**src/sv/adsb_vfp_pkg.sv**
```systemverilog
// Shared types, constants and payload layout tables for the ADS-B vehicle frame parser.
// Used by adsb_vfp_core, adsb_vehicle_frame_parser and the testbench; depends on nothing else.
package adsb_vfp_pkg;

    localparam logic [7:0] START_BYTE        = 8'hFE;
    localparam logic [7:0] RESET_MSG_ID      = 8'd246;
    localparam logic [7:0] RESET_PAYLOAD_LEN = 8'd38;
    localparam logic [5:0] PAYLOAD_BYTES     = 6'd38;
    localparam logic [5:0] HDR_CHECK_POS     = 6'd4;

    localparam int CFG_INDEX_W = 8;
    localparam logic [CFG_INDEX_W-1:0] REG_MSG_ID      = 8'd0;
    localparam logic [CFG_INDEX_W-1:0] REG_PAYLOAD_LEN = 8'd1;

    localparam logic [3:0] FID_ICAO     = 4'd0;
    localparam logic [3:0] FID_LAT      = 4'd1;
    localparam logic [3:0] FID_LON      = 4'd2;
    localparam logic [3:0] FID_ALT      = 4'd3;
    localparam logic [3:0] FID_HEADING  = 4'd4;
    localparam logic [3:0] FID_HVEL     = 4'd5;
    localparam logic [3:0] FID_VVEL     = 4'd6;
    localparam logic [3:0] FID_FLAGS    = 4'd7;
    localparam logic [3:0] FID_SQUAWK   = 4'd8;
    localparam logic [3:0] FID_ALT_TYPE = 4'd9;
    localparam logic [3:0] FID_CALLSIGN = 4'd10;
    localparam logic [3:0] FID_CALL_END = 4'd11;
    localparam logic [3:0] FID_EMITTER  = 4'd12;
    localparam logic [3:0] FID_TSLC     = 4'd13;

    typedef enum logic [1:0] {
        PH_HUNT    = 2'd0,
        PH_HEADER  = 2'd1,
        PH_PAYLOAD = 2'd2
    } phase_t;

    typedef struct packed {
        logic        valid;
        logic [3:0]  field_id;
        logic [63:0] field_value;
        logic [7:0]  frame_sequence;
        logic [7:0]  system_id;
        logic [7:0]  component_id;
        logic        last_field;
    } result_t;

    // Field that owns a given payload byte position.
    function automatic logic [3:0] field_owner(input logic [5:0] pos);
        logic [3:0] id;
        case (pos)
            6'd0, 6'd1, 6'd2, 6'd3:     id = FID_ICAO;
            6'd4, 6'd5, 6'd6, 6'd7:     id = FID_LAT;
            6'd8, 6'd9, 6'd10, 6'd11:   id = FID_LON;
            6'd12, 6'd13, 6'd14, 6'd15: id = FID_ALT;
            6'd16, 6'd17:               id = FID_HEADING;
            6'd18, 6'd19:               id = FID_HVEL;
            6'd20, 6'd21:               id = FID_VVEL;
            6'd22, 6'd23:               id = FID_FLAGS;
            6'd24, 6'd25:               id = FID_SQUAWK;
            6'd26:                      id = FID_ALT_TYPE;
            6'd27, 6'd28, 6'd29, 6'd30,
            6'd31, 6'd32, 6'd33, 6'd34: id = FID_CALLSIGN;
            6'd35:                      id = FID_CALL_END;
            6'd36:                      id = FID_EMITTER;
            default:                    id = FID_TSLC;
        endcase
        return id;
    endfunction

    function automatic logic [5:0] field_first(input logic [3:0] id);
        logic [5:0] p;
        case (id)
            FID_ICAO:     p = 6'd0;
            FID_LAT:      p = 6'd4;
            FID_LON:      p = 6'd8;
            FID_ALT:      p = 6'd12;
            FID_HEADING:  p = 6'd16;
            FID_HVEL:     p = 6'd18;
            FID_VVEL:     p = 6'd20;
            FID_FLAGS:    p = 6'd22;
            FID_SQUAWK:   p = 6'd24;
            FID_ALT_TYPE: p = 6'd26;
            FID_CALLSIGN: p = 6'd27;
            FID_CALL_END: p = 6'd35;
            FID_EMITTER:  p = 6'd36;
            default:      p = 6'd37;
        endcase
        return p;
    endfunction

    function automatic logic [5:0] field_last(input logic [3:0] id);
        logic [5:0] p;
        case (id)
            FID_ICAO:     p = 6'd3;
            FID_LAT:      p = 6'd7;
            FID_LON:      p = 6'd11;
            FID_ALT:      p = 6'd15;
            FID_HEADING:  p = 6'd17;
            FID_HVEL:     p = 6'd19;
            FID_VVEL:     p = 6'd21;
            FID_FLAGS:    p = 6'd23;
            FID_SQUAWK:   p = 6'd25;
            FID_ALT_TYPE: p = 6'd26;
            FID_CALLSIGN: p = 6'd34;
            FID_CALL_END: p = 6'd35;
            FID_EMITTER:  p = 6'd36;
            default:      p = 6'd37;
        endcase
        return p;
    endfunction

endpackage

```
**src/sv/adsb_vfp_core.sv**
```systemverilog
// Frame state machine, header capture and field assembly for the ADS-B vehicle frame parser.
// Depends on adsb_vfp_pkg; state advances on each byte that step presents.
module adsb_vfp_core
    import adsb_vfp_pkg::*;
(
    input  logic          clk,
    input  logic          rst_n,
    input  logic          step,
    input  logic [7:0]    rx_byte,
    input  logic [7:0]    exp_msg_id,
    input  logic [7:0]    exp_payload_len,
    output result_t       res
);

    phase_t      phase_reg, phase_next;
    logic [5:0]  pos_reg, pos_next;
    logic [7:0]  hdr_len_reg, hdr_len_next;
    logic [7:0]  hdr_seq_reg, hdr_seq_next;
    logic [7:0]  hdr_sys_reg, hdr_sys_next;
    logic [7:0]  hdr_comp_reg, hdr_comp_next;
    logic [63:0] acc_reg, acc_next;

    logic        pos_ok;
    logic        hdr_match;
    logic [3:0]  owner;
    logic [5:0]  offset;
    logic        at_last;
    logic [63:0] acc_upd;

    assign pos_ok    = pos_reg < PAYLOAD_BYTES;
    assign hdr_match = (hdr_len_reg == exp_payload_len) && (rx_byte == exp_msg_id);
    assign owner     = field_owner(pos_reg);
    assign offset    = pos_reg - field_first(owner);
    assign at_last   = pos_ok && (pos_reg == field_last(owner));
    // ICAO address arrives big-endian; everything else lands little-endian.
    assign acc_upd   = (owner == FID_ICAO) ? {acc_reg[55:0], rx_byte}
                     : acc_reg | ({56'd0, rx_byte} << {offset[2:0], 3'b000});

    // Next state
    always_comb
    begin
        phase_next = phase_reg;
        pos_next   = pos_reg;
        case (phase_reg)
            PH_HEADER:
            begin
                if (pos_reg >= HDR_CHECK_POS)
                begin
                    phase_next = hdr_match ? PH_PAYLOAD : PH_HUNT;
                    pos_next   = 6'd0;
                end
                else
                begin
                    pos_next = pos_reg + 6'd1;
                end
            end
            PH_PAYLOAD:
            begin
                if (!pos_ok || (at_last && owner == FID_TSLC))
                begin
                    phase_next = PH_HUNT;
                    pos_next   = 6'd0;
                end
                else
                begin
                    pos_next = pos_reg + 6'd1;
                end
            end
            default:
            begin
                phase_next = PH_HUNT;
                if (rx_byte == START_BYTE)
                begin
                    phase_next = PH_HEADER;
                    pos_next   = 6'd0;
                end
            end
        endcase
    end

    // Datapath and result
    always_comb
    begin
        hdr_len_next  = hdr_len_reg;
        hdr_seq_next  = hdr_seq_reg;
        hdr_sys_next  = hdr_sys_reg;
        hdr_comp_next = hdr_comp_reg;
        acc_next      = acc_reg;
        res.valid          = 1'b0;
        res.field_id       = owner;
        res.field_value    = acc_upd;
        res.frame_sequence = hdr_seq_reg;
        res.system_id      = hdr_sys_reg;
        res.component_id   = hdr_comp_reg;
        res.last_field     = (owner == FID_TSLC);
        case (phase_reg)
            PH_HEADER:
            begin
                case (pos_reg)
                    6'd0:    hdr_len_next  = rx_byte;
                    6'd1:    hdr_seq_next  = rx_byte;
                    6'd2:    hdr_sys_next  = rx_byte;
                    6'd3:    hdr_comp_next = rx_byte;
                    default:
                    begin
                        if (hdr_match)
                        begin
                            acc_next = 64'd0;
                        end
                    end
                endcase
            end
            PH_PAYLOAD:
            begin
                if (pos_ok)
                begin
                    res.valid = at_last;
                    acc_next  = at_last ? 64'd0 : acc_upd;
                end
            end
            default:
            begin
                res.valid = 1'b0;
            end
        endcase
    end

    always_ff @(posedge clk or negedge rst_n)
    begin
        if (!rst_n)
        begin
            phase_reg    <= PH_HUNT;
            pos_reg      <= 6'd0;
            hdr_len_reg  <= 8'd0;
            hdr_seq_reg  <= 8'd0;
            hdr_sys_reg  <= 8'd0;
            hdr_comp_reg <= 8'd0;
            acc_reg      <= 64'd0;
        end
        else if (step)
        begin
            phase_reg    <= phase_next;
            pos_reg      <= pos_next;
            hdr_len_reg  <= hdr_len_next;
            hdr_seq_reg  <= hdr_seq_next;
            hdr_sys_reg  <= hdr_sys_next;
            hdr_comp_reg <= hdr_comp_next;
            acc_reg      <= acc_next;
        end
    end

`ifndef SYNTH
    a_payload_pos_in_range: assert property (@(posedge clk) disable iff (!rst_n)
        phase_reg == PH_PAYLOAD |-> pos_reg < PAYLOAD_BYTES)
        else $error("payload position ran past the payload");

    a_header_pos_in_range: assert property (@(posedge clk) disable iff (!rst_n)
        phase_reg == PH_HEADER |-> pos_reg <= HDR_CHECK_POS)
        else $error("header position ran past the message id byte");

    a_tslc_ends_frame: assert property (@(posedge clk) disable iff (!rst_n)
        step && res.valid && res.last_field |=> phase_reg == PH_HUNT)
        else $error("parser did not return to hunting after the last field");
`endif

endmodule

```
**src/sv/adsb_vehicle_frame_parser.sv**
```systemverilog
// Top level of the ADS-B vehicle frame parser: input byte register, config registers,
// result register. Depends on adsb_vfp_pkg and adsb_vfp_core.
//
// Usage:
//   Bytes of the receiver stream enter on in_valid/in_ready/rx_byte, one per request.
//   Each payload field leaves on out_valid/out_ready with field_id, field_value, the
//   frame's sequence, system and component bytes, and last_field on the tslc field.
//   Configuration writes arrive on cfg_valid/cfg_ready with cfg_index and cfg_data:
//   index 0 sets the expected message id, index 1 the expected length byte; other
//   indexes are dropped. cfg_ready is always high.
// Timing:
//   A byte is registered on acceptance and parsed from the input register; a field that
//   it completes is registered in the result register and then valid at the outputs.
//   One byte is taken every cycle unless a completed field is blocked (see Stall);
//   the rate is set by the single pass through the parser core per byte.
// Reset:
//   rst_n clears the parser to hunting for the start byte, empties both registers and
//   restores the expected message id to 246 and the expected length to 38.
// Stall:
//   While a result waits on out_ready, a byte that yields no result still advances;
//   a byte that completes a field holds in the input register, and a further byte
//   is refused until the result is taken.
module adsb_vehicle_frame_parser
    import adsb_vfp_pkg::*;
(
    input  logic                   clk,
    input  logic                   rst_n,
    input  logic                   in_valid,
    output logic                   in_ready,
    input  logic [7:0]             rx_byte,
    output logic                   out_valid,
    input  logic                   out_ready,
    output logic [3:0]             field_id,
    output logic [63:0]            field_value,
    output logic [7:0]             frame_sequence,
    output logic [7:0]             system_id,
    output logic [7:0]             component_id,
    output logic                   last_field,
    input  logic                   cfg_valid,
    output logic                   cfg_ready,
    input  logic [CFG_INDEX_W-1:0] cfg_index,
    input  logic [7:0]             cfg_data
);

    logic        byte_valid_reg;
    logic [7:0]  byte_reg;
    logic [7:0]  msg_id_reg;
    logic [7:0]  payload_len_reg;
    result_t     res;
    result_t     out_reg;
    logic        out_valid_reg;
    logic        slot_free;
    logic        advance;

    assign slot_free = !out_valid_reg || out_ready;
    // A byte that yields nothing may pass even while the result register is full.
    assign advance   = byte_valid_reg && (slot_free || !res.valid);
    assign in_ready  = !byte_valid_reg || advance;
    assign cfg_ready = 1'b1;

    adsb_vfp_core u_core (
        .clk             (clk),
        .rst_n           (rst_n),
        .step            (advance),
        .rx_byte         (byte_reg),
        .exp_msg_id      (msg_id_reg),
        .exp_payload_len (payload_len_reg),
        .res             (res)
    );

    always_ff @(posedge clk or negedge rst_n)
    begin
        if (!rst_n)
        begin
            msg_id_reg      <= RESET_MSG_ID;
            payload_len_reg <= RESET_PAYLOAD_LEN;
        end
        else if (cfg_valid && cfg_ready)
        begin
            case (cfg_index)
                REG_MSG_ID:      msg_id_reg      <= cfg_data;
                REG_PAYLOAD_LEN: payload_len_reg <= cfg_data;
                default:         msg_id_reg      <= msg_id_reg;
            endcase
        end
    end

    always_ff @(posedge clk or negedge rst_n)
    begin
        if (!rst_n)
        begin
            byte_valid_reg <= 1'b0;
        end
        else if (in_ready)
        begin
            byte_valid_reg <= in_valid;
        end
    end

    always_ff @(posedge clk)
    begin
        if (in_ready && in_valid)
        begin
            byte_reg <= rx_byte;
        end
    end

    always_ff @(posedge clk or negedge rst_n)
    begin
        if (!rst_n)
        begin
            out_valid_reg <= 1'b0;
        end
        else if (advance && res.valid)
        begin
            out_valid_reg <= 1'b1;
        end
        else if (out_ready)
        begin
            out_valid_reg <= 1'b0;
        end
    end

    always_ff @(posedge clk)
    begin
        if (advance && res.valid)
        begin
            out_reg <= res;
        end
    end

    assign out_valid      = out_valid_reg;
    assign field_id       = out_reg.field_id;
    assign field_value    = out_reg.field_value;
    assign frame_sequence = out_reg.frame_sequence;
    assign system_id      = out_reg.system_id;
    assign component_id   = out_reg.component_id;
    assign last_field     = out_reg.last_field;

`ifndef SYNTH
    a_last_is_tslc: assert property (@(posedge clk) disable iff (!rst_n)
        out_valid && last_field |-> field_id == FID_TSLC)
        else $error("last_field raised on a field other than tslc");

    a_refuse_only_when_blocked: assert property (@(posedge clk) disable iff (!rst_n)
        !in_ready |-> byte_valid_reg && res.valid && out_valid_reg && !out_ready)
        else $error("input refused without a blocked result");

    a_result_lands: assert property (@(posedge clk) disable iff (!rst_n)
        advance && res.valid |=> out_valid)
        else $error("parsed field was not presented at the outputs");
`endif

endmodule

```
**config.mk**
```make
export PLATFORM = sky130hd
export DESIGN_NAME = adsb_vehicle_frame_parser
export DESIGN_NICKNAME = d
export VERILOG_FILES = /design/src/sv/adsb_vfp_pkg.sv /design/src/sv/adsb_vfp_core.sv /design/src/sv/adsb_vehicle_frame_parser.sv
export SDC_FILE = /design/constraint.sdc
export NUM_CORES = 1
export LEC_CHECK = 0
export BUFFER_PORTS_ARGS = -buffer_cell sky130_fd_sc_hd__buf_2
export CORE_ASPECT_RATIO = 0.6
export CORE_MARGIN = 8
export CORE_UTILIZATION = 35
export CTS_BUF_LIST = sky130_fd_sc_hd__clkbuf_4
export CTS_CLUSTER_SIZE = 28
export DETAILED_ROUTE_END_ITERATION = 12
export HOLD_SLACK_MARGIN = 0.12
export PLACE_DENSITY = 0.63
export SETUP_SLACK_MARGIN = 0.4
export SLEW_MARGIN = 5
export SYNTH_ARGS = -nofsm -noshare
export SYNTH_HDL_FRONTEND = slang
export SYNTH_SLANG_ARGS = --single-unit
export TNS_END_PERCENT = 20
```
**constraint.sdc**
```tcl
create_clock -name clk -period 7.1 [get_ports clk]
set_clock_uncertainty 0.1 [all_clocks]
set_input_delay 1.42 -clock clk [delete_from_list [all_inputs] [get_ports clk]]
set_output_delay 1.42 -clock clk [all_outputs]
set_load 0.01 [all_outputs]
```
## Word-level counts from Yosys, hierarchy flattened

Memories as Yosys holds them, arrays and structs flattened.
Index checks and enable logic that the tools add are counted.

- Register bits after elaboration: 223
- Memory bits (read-only): 448
- Word-level logic and storage cells: 92
- Memories: 3

Memory list:

| memory | words | bits a word | read ports | clocked after Yosys merged registers in | wr ports | line | text |
|---|---|---|---|---|---|---|---|
| (name not given) | 64 | 4 | 1 | 0 | 0 | adsb_vfp_pkg.sv:49 | `case (pos)` |
| (name not given) | 16 | 6 | 1 | 0 | 0 | adsb_vfp_pkg.sv:92 | `case (id)` |
| (name not given) | 16 | 6 | 1 | 0 | 0 | adsb_vfp_pkg.sv:71 | `case (id)` |

- Add/sub/neg operators: 2
- Magnitude comparators: 2
- Equal/unequal tests: 16
- Shifts and indexed selects: 1
- Multiplexer cells: 19
- Bitwise logic cells: 1
- Reduce and logical (&&, ||, !) cells: 30

Operators by type and width:

| cell | count |
|---|---|
| $mux W64 | 5 |
| $pmux W64 S2 | 1 |
| $or A64 B64 Y64 | 1 |
| $shl A8 B6 Y64 | 1 |
| $mux W6 | 3 |
| $eq A8 B8 Y1 | 2 |
| $reduce_and A3 Y1 | 5 |
| $eq A6 B2 Y1 const B | 2 |
| $pmux W6 S2 | 1 |
| $eq A8 B1 Y1 const B | 1 |
| $eq A8 B8 Y1 const B | 1 |
| $logic_not A8 Y1 | 1 |
| $ne A2 B1 Y1 const B | 4 |
| $add A6 B1 Y6 const B | 1 |
| $eq A6 B1 Y1 const B | 1 |
| $eq A6 B6 Y1 | 1 |
| $ge A6 B3 Y1 const B | 1 |
| $logic_and A1 B1 Y1 | 6 |
| $logic_not A6 Y1 | 1 |
| $lt A6 B6 Y1 const B | 1 |
| $mux W2 | 3 |
| $reduce_and A2 Y1 | 3 |
| $mux W1 | 5 |
| $reduce_and A5 Y1 | 1 |
| other kinds (12) | 19 |

## Longest topological paths before layout

An unclocked memory read counts as a cell.

- Depth in word-level cells: 11
- Gate-level depth with buffers: 19

## By module

From an unflattened synthesis, not the netlist that was laid out.

- Cell total of the unflattened synthesis: 742
- Area total of the unflattened synthesis: 9713.1 sq um

Modules (own cells, without submodules):

| module | instances | cells each | area each (sq um) | seq. area each (sq um) |
|---|---|---|---|---|
| adsb_vfp_core | 1 | 591 | 5901.9 | 2602.5 |
| adsb_vehicle_frame_parser | 1 | 151 | 3811.2 | 3494.6 |

## Worst setup path before layout

No wires, ideal clock.

- Kind: reg-to-reg
- Start point: reg u_core.pos_reg[2]
- End point: reg out_reg, in the netlist component_id[0] (enable)
- Data arrival time: 5.296 ns
- Data required time: 6.537 ns
- Slack: 1.241 ns
- Stages on the path, launching flop included: 15
- Path buffers: 3
- Cells stage by stage: dfrtp_1 > clkbuf_1 > buf_1 > inv_1 > ha_1 > a311o_1 > o31ai_1 > inv_1 > ha_1 > or4_4 > a211o_1 > o211ai_4 > o31a_1 > buf_4 > and3_1

RTL lines:

| what | line | text |
|---|---|---|
| from (decl) | adsb_vfp_core.sv:16 | `logic [5:0] pos_reg, pos_next;` |
| from (signal assigned) | adsb_vfp_core.sv:143 | `pos_reg <= pos_next;` |
| to (signal assigned) | adsb_vehicle_frame_parser.sv:128 | `out_reg <= res;` |
| to (decl) | adsb_vehicle_frame_parser.sv:50 | `result_t out_reg;` |

==> summary.md <==
| Metric | Value |
|---|---|
| Iter 0 DRT Violations | roughly 660 |
| Crit path DAT | 4290 ps |
| Post-CTS Repair Setup Buffers | 0 |
| Routed wire length | approximately 28000 µm |
| Power density over the cells | around 220 mW/mm² |
| Status | completed |
| Netlist Area Pre-Place | 0.0105 mm² |
| Most frequent cells after synthesis | dfrtp_1, nand2_1, nand3_1 |
| HPWL after detailed placement | 18400 µm |
| Root Driver | clkbuf_4 |
| Synth unique cells | 60 |
| Share of layout cells above drive strength 1 | between 30 and 40% |
| Hold_ws | 335 ps |
| Post-synth ARST share | 54.7% |
| Layout overhead on the synthesized area | 15.6% |
| Max-slew headroom | 30.2% |
| Final ANT Viol Nets | 0 |
| Setup crit end kind | output port |
| Power, Total | 2.62 mW |
| H-tree depth | 2 |
| Top FF cell, synth | dfrtp_1 |
| Min Tclk post-route | 5810 ps |
| Vias per cell | 5.22 |
| Final std cells w/o fill | ~1400 |
| Number of synthesized flops with an enable pin | 101 |
| Gr usage total | 15.6% |
| Fin crit share | roughly four fifths |
| DRC | 0 |
| Worst path required time | 5580 ps |
| Total gr overflow | 0 |
| Post-CTS Hold Fix Bufs | 0 |
| Core ar. | 0.0297 mm² |
| Slew Viols, Final | 0 |
| CTS tree | yes |
| Clk buf depth | 3 |
| Max cap viols | 0 |
| Max frequency | roughly 170 MHz |
| Row cnt | between 40 and 50 |
| # diodes | 0 |
| Initial antenna violation count | 0 |
| Mean area per synthesized cell | 12.3 µm² |
| CP Cell Sequence | inv_1 > ha_1 > a311o_1 > o31ai_1 > inv_1 > ha_1 > o31a_1 > a211oi_1 > nor2_1 > nor3_1 > nand3_1 > buf_2 |
| CP max FO | 20 |
| Cells after DPL | 1334 |
| Maximum vdd drop | around 0.00015 V |
| Worst hold path type | reg2reg |
| Top cell type's share of synthesized area | 28.9% |
| Synthesis-stage register bit count | roughly 220 |
| Die area | around 0.036 mm² |
| Clock transition at path regs | approximately 80 ps |
| Global placement routability congestion | 0.863 |
| First-pass GRT wire length | between 40000 and 50000 µm |
| Sequential element share of the synthesized area | between 50% and 60% |
| Starting Density | a little over a third |
| FILL cells | 2820 |
| Critical path type | reg2out |
| Die width | 239 µm |
| Top cells by area, synth | edfxtp_1, dfrtp_1, mux2_4 |
| Drt first pass iters | 5 |
| Crit path largest cell delay | approximately 700 ps |
| Worst Setup Start Kind | flop |
| RSZ-0062 raised after global routing | false |
| Vias post-DR | 7479 |
| Final setup vio count | 0 |
| Cts bufs inserted | 53 |
| Syn_nets | between 800 and 900 |
| Leakage | 5.01 nW |
| Die H | 150 µm |
| Final nets | 1021 |
| Clock sinks | 223 |
| Cts repair resizes | 0 |
| Leading area contributor after synthesis | edfxtp_1 |
| Slowest CP cell | dfrtp_1 |
| Port bufs | 123 |
| Number of top-level pins | 125 |
| Count leader, synth | dfrtp_1 |
| Final Hold Fails | 0 |
| Warnings from Yosys | 0 |
| Cell count after synthesis | 850 |
| Worst-Margin Slew | about 1000 ps |
| Wire per inst | 19.7 µm |
| Clock Latency Late Sink | between 700 and 800 ps |
| Vias in the first global route | between 7000 and 8000 |
| Setup TNS | 0 ps |
| Largest net degree at the start of global routing | 73 |
critical path, delay by kind of cell, from the launching register on:
| family | cells | cell delay [ps] |
|---|---|---|
| compound gates | 4 | 990 |
| fa+ha+maj | 2 | 600 |
| buf+inv | 3 | 460 |
| flops | 1 | 700 |
| simple gates | 3 | 810 |
final timing paths:
check,start,end,slack [ps],depth (start not counted)
setup / recovery,u_core.pos_reg[2],in_ready,1290,12
hold / removal,u_core.hdr_comp_reg[4],component_id[4],340,0
setup reg to reg,u_core.pos_reg[2],u_core.acc_reg[10],1870,13
hold reg to reg,u_core.hdr_comp_reg[4],component_id[4],340,0
max in group asynchronous,rst_n,u_core.acc_reg[10],4820,2
min in group asynchronous,rst_n,u_core.pos_reg[1],730,1
layout by cell type (no fill, tap or decap), drive strengths merged, types with 8 or more instances in the layout:
cell type and count:
buf 133, a22o 10, nor4 8, a311oi 8, inv 13, nor3 12
clkbuf 79, nand2 109, xor2 16, clkinv 19, o21ai 10, ha 10
dfstp 9, dfrtp 113, nor2 26, a21oi 8, nor2b 8, nand3 106
mux2 113, a31oi 50, edfxtp 101
layer usage:
layer | GRT usage, % | wire [µm]
met1 | 23.4 | 13900
met2 | 20.5 | 11200
met3 | 5.11 | 2560
met4 | 4.99 | 552
met5 | 0 | 0
stage by stage:
step / setup slack, ps / cell area [µm²] / util (%)
global route: 859 / 12100 / 40.8
CTS: 1230 / 12100 / 40.8
finish: 1290 / 12100 / 40.8
detailed placement: 1930 / 11400 / 38.4
floorplan: 1240 / 10500 / -
global placement: 2030 / 11400 / 38.4
report_power, final:
group	switching (mW)	total (mW)	internal [mW]
Clock	0.534	1.05	0.517
Sequential	0.0482	1.43	1.38
Combinational	0.0811	0.139	0.0574
Total	0.663	2.62	1.95
layout make-up:
class	instances	area [µm²]	share of cell area [%]
clock inverter	21	97.6	0.805
timing repair buffer	133	693	5.72
tap	408	510	4.21
multi-input combinational	558	4080	33.7
clock buffer	79	593	4.89
inverter	12	45.0	0.372
sequential	223	6100	50.3
logic make-up (layout without fill, tap and decap cells):
| group | count (synthesis) | in the layout | synth area share, % |
|---|---|---|---|
| flops | 223 | 223 | 58.1 |
| compound gates | 114 | 114 | 7.90 |
| other cells | 1 | 1 | 0.0358 |
| fa+ha+maj | 11 | 11 | 1.38 |
| xor+xnor | 17 | 17 | 1.42 |
| simple gates | 300 | 300 | 13.6 |
| buf+inv | 69 | 245 | 3.08 |
| mux | 115 | 115 | 14.5 |
No activity file was read; power rests on OpenSTA's default activity.
